==> src/rtl/crd_pkg.sv <==
// Shared constants and types for the camera ray direction unit.
`default_nettype none
package crd_pkg;
  localparam int COMPONENT_BITS = 20;
  localparam int COORD_FRAC     = 28;
  localparam int NORM_LOW       = 29;
  localparam int NORM_HIGH      = 30;
  localparam int OUT_ONE        = 16384;
  localparam int OUT_BITS       = 16;
  localparam int INV_BITS       = 24;
  localparam int SAMPLE_BITS    = 16;
  localparam int MAG_BITS       = 30;
  localparam int SUM_BITS       = 62;
  localparam int LEN_BITS       = 31;
  localparam int NUM_BITS       = 45;
  localparam int SQRT_STEPS     = 31;
  localparam int DIV_STEPS      = 15;

  localparam logic [2:0] REG_RIGHT   = 3'd0;
  localparam logic [2:0] REG_UP      = 3'd1;
  localparam logic [2:0] REG_FORWARD = 3'd2;
  localparam logic [2:0] REG_INV_W   = 3'd3;
  localparam logic [2:0] REG_INV_H   = 3'd4;

  typedef struct packed {
    logic [MAG_BITS-1:0] mag;
    logic                neg;
  } comp_t;

  typedef struct packed {
    comp_t [2:0]         c;
    logic                zero;
    logic [SUM_BITS-1:0] rem;
    logic [LEN_BITS-1:0] root;
  } sqrt_t;

  typedef struct packed {
    logic [2:0][NUM_BITS-1:0] num;
    logic [2:0][OUT_BITS-1:0] quo;
    logic [2:0]               neg;
    logic                     zero;
    logic [LEN_BITS-1:0]      len;
  } div_t;
endpackage
`default_nettype wire

==> src/rtl/crd_div_cell.sv <==
// One quotient-bit cell of the three-lane restoring divider.
`default_nettype none
module crd_div_cell #(
  parameter int STEP = 0
) (
  input  wire logic      clk,
  input  wire logic      rst,
  input  wire logic      in_valid,
  input  crd_pkg::div_t  in_data,
  output logic           out_valid,
  output crd_pkg::div_t  out_data
);
  localparam int SH = crd_pkg::DIV_STEPS - 1 - STEP;
  crd_pkg::div_t nxt;
  logic [crd_pkg::NUM_BITS+SH:0] den;

  always_comb begin
    nxt = in_data;
    den = (crd_pkg::NUM_BITS+SH+1)'(in_data.len) << SH;
    for (int k = 0; k < 3; k++) begin
      if ((crd_pkg::NUM_BITS+SH+1)'(in_data.num[k]) >= den) begin
        nxt.num[k] = crd_pkg::NUM_BITS'((crd_pkg::NUM_BITS+SH+1)'(in_data.num[k]) - den);
        nxt.quo[k][SH] = 1'b1;
      end else begin
        nxt.quo[k][SH] = 1'b0;
      end
    end
  end

  always_ff @(posedge clk) begin
    if (rst) out_valid <= 1'b0;
    else     out_valid <= in_valid;
  end
  always_ff @(posedge clk) out_data <= nxt;
endmodule
`default_nettype wire

==> config.mk <==
export PLATFORM = sky130hd
export DESIGN_NAME = crd_div_cell
export DESIGN_NICKNAME = d
export VERILOG_FILES = /design/src/rtl/crd_pkg.sv /design/src/rtl/crd_div_cell.sv
export SDC_FILE = /design/constraint.sdc
export NUM_CORES = 1
export LEC_CHECK = 0
export BUFFER_PORTS_ARGS = -buffer_cell sky130_fd_sc_hd__buf_4
export CAP_MARGIN = 20
export CELL_PAD_IN_SITES_DETAIL_PLACEMENT = 1
export CELL_PAD_IN_SITES_GLOBAL_PLACEMENT = 1
export CORE_MARGIN = 2
export CORE_UTILIZATION = 35
export CTS_BUF_LIST = sky130_fd_sc_hd__clkbuf_16
export CTS_CLUSTER_SIZE = 10
export DETAILED_ROUTE_END_ITERATION = 16
export PLACE_DENSITY = 0.84
export SYNTH_ARGS = -nofsm -noshare
export SYNTH_HDL_FRONTEND = slang
export SYNTH_SLANG_ARGS = --single-unit
==> constraint.sdc <==
create_clock -name clk -period 3.5 [get_ports clk]
set_clock_uncertainty 0.15 [all_clocks]
set_input_delay 0.525 -clock clk [delete_from_list [all_inputs] [get_ports clk]]
set_output_delay 0.525 -clock clk [all_outputs]
set_load 0.02 [all_outputs]
==> impl_metrics.toml <==
[timing]
grt_setup_unrepaired = "yes"
setup_ws_ns = -0.152
hold_viol = 1
slew_headroom_pct = 50.3
post-route-min-period_ns = 3.65
setup_viol = 12
tightestPinTransition_ns = 0.738
timing.final.crit_share_pct = 104
fmaxAchievable_mhz = 274
hold_slack_ns = -0.0122
final-max-slew-violation-count = 0

[logic_synthesis]
ys_ff_latch = 219
synth_nets = 1453
synthFlopType = "dfxtp_1"
ys_types = 75
ys_top_cells_by_area = "dfxtp_1 42%, ha_1 11%, a21oi_1 5.1%, nand2_1 3.9%, xnor2_1 3.7%"
netlist.area_leader.share_pct = 41.6
synth_edf_count = 0
yosysWarningCount = 0
synthCells = 1136
async_reset_ff_share_pct = 0
yosys.area.top_type = "dfxtp_1"
ys_seq_area_share_pct = 41.6
synth.cell_area_um2 = 10500
syn-mean-instance-area_um2 = 9.27

[placement]
pre_cts_slack_ns = -0.203
io_buffers = 436
gp_congestion = 0.907
hpwl_mm = 35.1

[setup_path]
end_kind = "flip-flop"
cp_data_arrival_time_ns = 3.95
worstPathRequired_ns = 3.80
crit_path_start_kind = "input pin"
crit_type = "in2reg"
cp_max_fo = 4

[pwr]
leakage_uw = 0.00818
power.density_nw_per_um2 = 496
power.total_uw = 8630
peakVddDrop_mv = 0.363

[die]
dieWidth_um = 177
io_pins = 440
die-area_um2 = 31500
core.rowCount = 63
initial_utilization_pct = 35.5
coreArea_um2 = 29600
die_h_um = 177

[layout]
num-nets-final = 2104
layout_commonest_cell = "buf_4"
fin_util_pct = 58.7
multi_input_area_um2 = 6090
drive_gt1_share_pct = 37.4
most-common-layout-cells = "524 x buf_4, 219 x dfxtp_1, 120 x dlygate4sd3_1, 108 x nand2_1, 97 x a21oi_1"
area_delta_synth_final_pct = 65.3
seq_area_um2 = 4380
fillers = 3291

[global_routing]
grt_usage_pct = 32.9
grt_start_max_net_pins = 37
grt_pass1_wl_mm = 78.9
antenna_found_initial = 5
first_global_vias = 13100
grt.overflow.total = 0

[detailed_routing]
drc = 0
routed_wl_mm = 59.3
drtAntennaViolNets = 0
drt_iter0_drc = 718
vias = 12300
drt_pass1_iterations = 5
viasPerCell = 5.62
wl_per_cell_um = 27.1

[clock_network]
cts.path.max_buffers = 3
cts_tree = "built"
path_clk_slew_ns = 0.07
clock-sinks = 219
htreeDepth = 1
cts-buffers-inserted = 27
clock-root-buffer = "clkbuf_16"

[status]
status = "complete, but fails checks"
violations = "hold timing, setup timing"

[min_path]
min_path_type = "in2reg"

[job]
max_cap_violations = 0
## synth_stat cells, drive strengths merged, types with 3 or more instances
master   count
dfxtp      219
nor2        64
mux2        17
and3         9
a221o        3
or4          4
a41oi        3
nand2      109
nand4       20
ha          93
nand3b       5
or4b         3
nor4         9
fa           3
or3          7
a31oi        9
nor2b        8
o21bai      13
o21ai       95
nor3        11
xor2        36
a31o         8
a211oi       7
inv         59
nand2b      10
a21o        48
o31a         4
clkbuf      21
a21oi      109
a2111oi      3
o21a         5
o211ai       7
buf         15
o31ai        8
xnor2       44
nand3       19
and2         3
a311oi       3
## state kept, by name (all words and copies together), names as in the netlist
register   count
out_data     218
out_valid      1
## worst paths after layout
path       start       endpoint  slack (ns)  cells past startpoint
max   in_data[7]  out_data[209]       -0.15                     14
min   in_data[0]    out_data[0]       -0.01                      1
## layout make-up
class	count	area share [%]
Multi-Input combinational cell	822	35.0
Timing Repair Buffer	658	30.9
Sequential cell	219	25.2
Clock buffer	27	3.88
Tap cell	390	2.80
Inverter	59	1.44
Clock inverter	8	0.741
Antenna cell	3	0.0431
## through the flow
step / setup TNS [ns] / cell area (um2) / std cells
5_1_grt: -0.822 / 17400 / 2185
4_1_cts: 0 / 16800 / 2166
2_1_floorplan: 0 / 10500 / 1136
3_3_place_gp: -1.05 / 14800 / 2009
3_5_place_dp: -1.71 / 14800 / 2009
6_report: -0.463 / 17400 / 2186
## power breakdown
| group | switching [uW] | internal, uW | total, uW |
|---|---|---|---|
| Sequential | 122 | 2770 | 2900 |
| Combinational | 1660 | 1280 | 2950 |
| Clock | 1200 | 1590 | 2790 |
## worst max-delay path: stages
cell	delay, ns
dlygate4sd3_1	0.56
buf_4	0.15
inv_1	0.20
ha_2	0.36
buf_4	0.17
o21ai_0	0.12
nand2b_1	0.16
a31o_1	0.29
a31oi_2	0.22
nor4_1	0.10
o31a_1	0.33
a311oi_2	0.35
xnor2_1	0.14
mux2_4	0.27
## timing repair
action / 4_1_cts / 5_1_grt
resized for setup: 0 / 78
setup buffers: 0 / 14
endpoints found under the setup margin: 0 / 74
endpoints found under the hold margin: 122 / 0
hold buffers: 122 / 0
## metal layers
layer	routed length [um]	share of wire, %	up-vias	GRT usage, %
li1	-	-	5337	-
met1	21400	36	5915	35.3
met5	14	0.024	-	0
met4	4710	7.9	2	19.2
met2	28200	47	728	58.6
met3	5030	8.5	293	7.82
## cell families (layout without fill, tap and decap cells)
group | Yosys count | after routing | share of synthesized area, %
DFF | 219 | 219 | 41.6
buffers and inverters | 95 | 752 | 3.78
other | 0 | 3 | 0
xor gates and xnor gates | 80 | 80 | 6.66
muxes | 19 | 19 | 2.08
adders and majority gates | 96 | 96 | 11.6
AOI/OAI and AO/OA | 338 | 338 | 20.9
and+or+nand+nor | 289 | 289 | 13.3
Power figures use the tool's default switching activity.
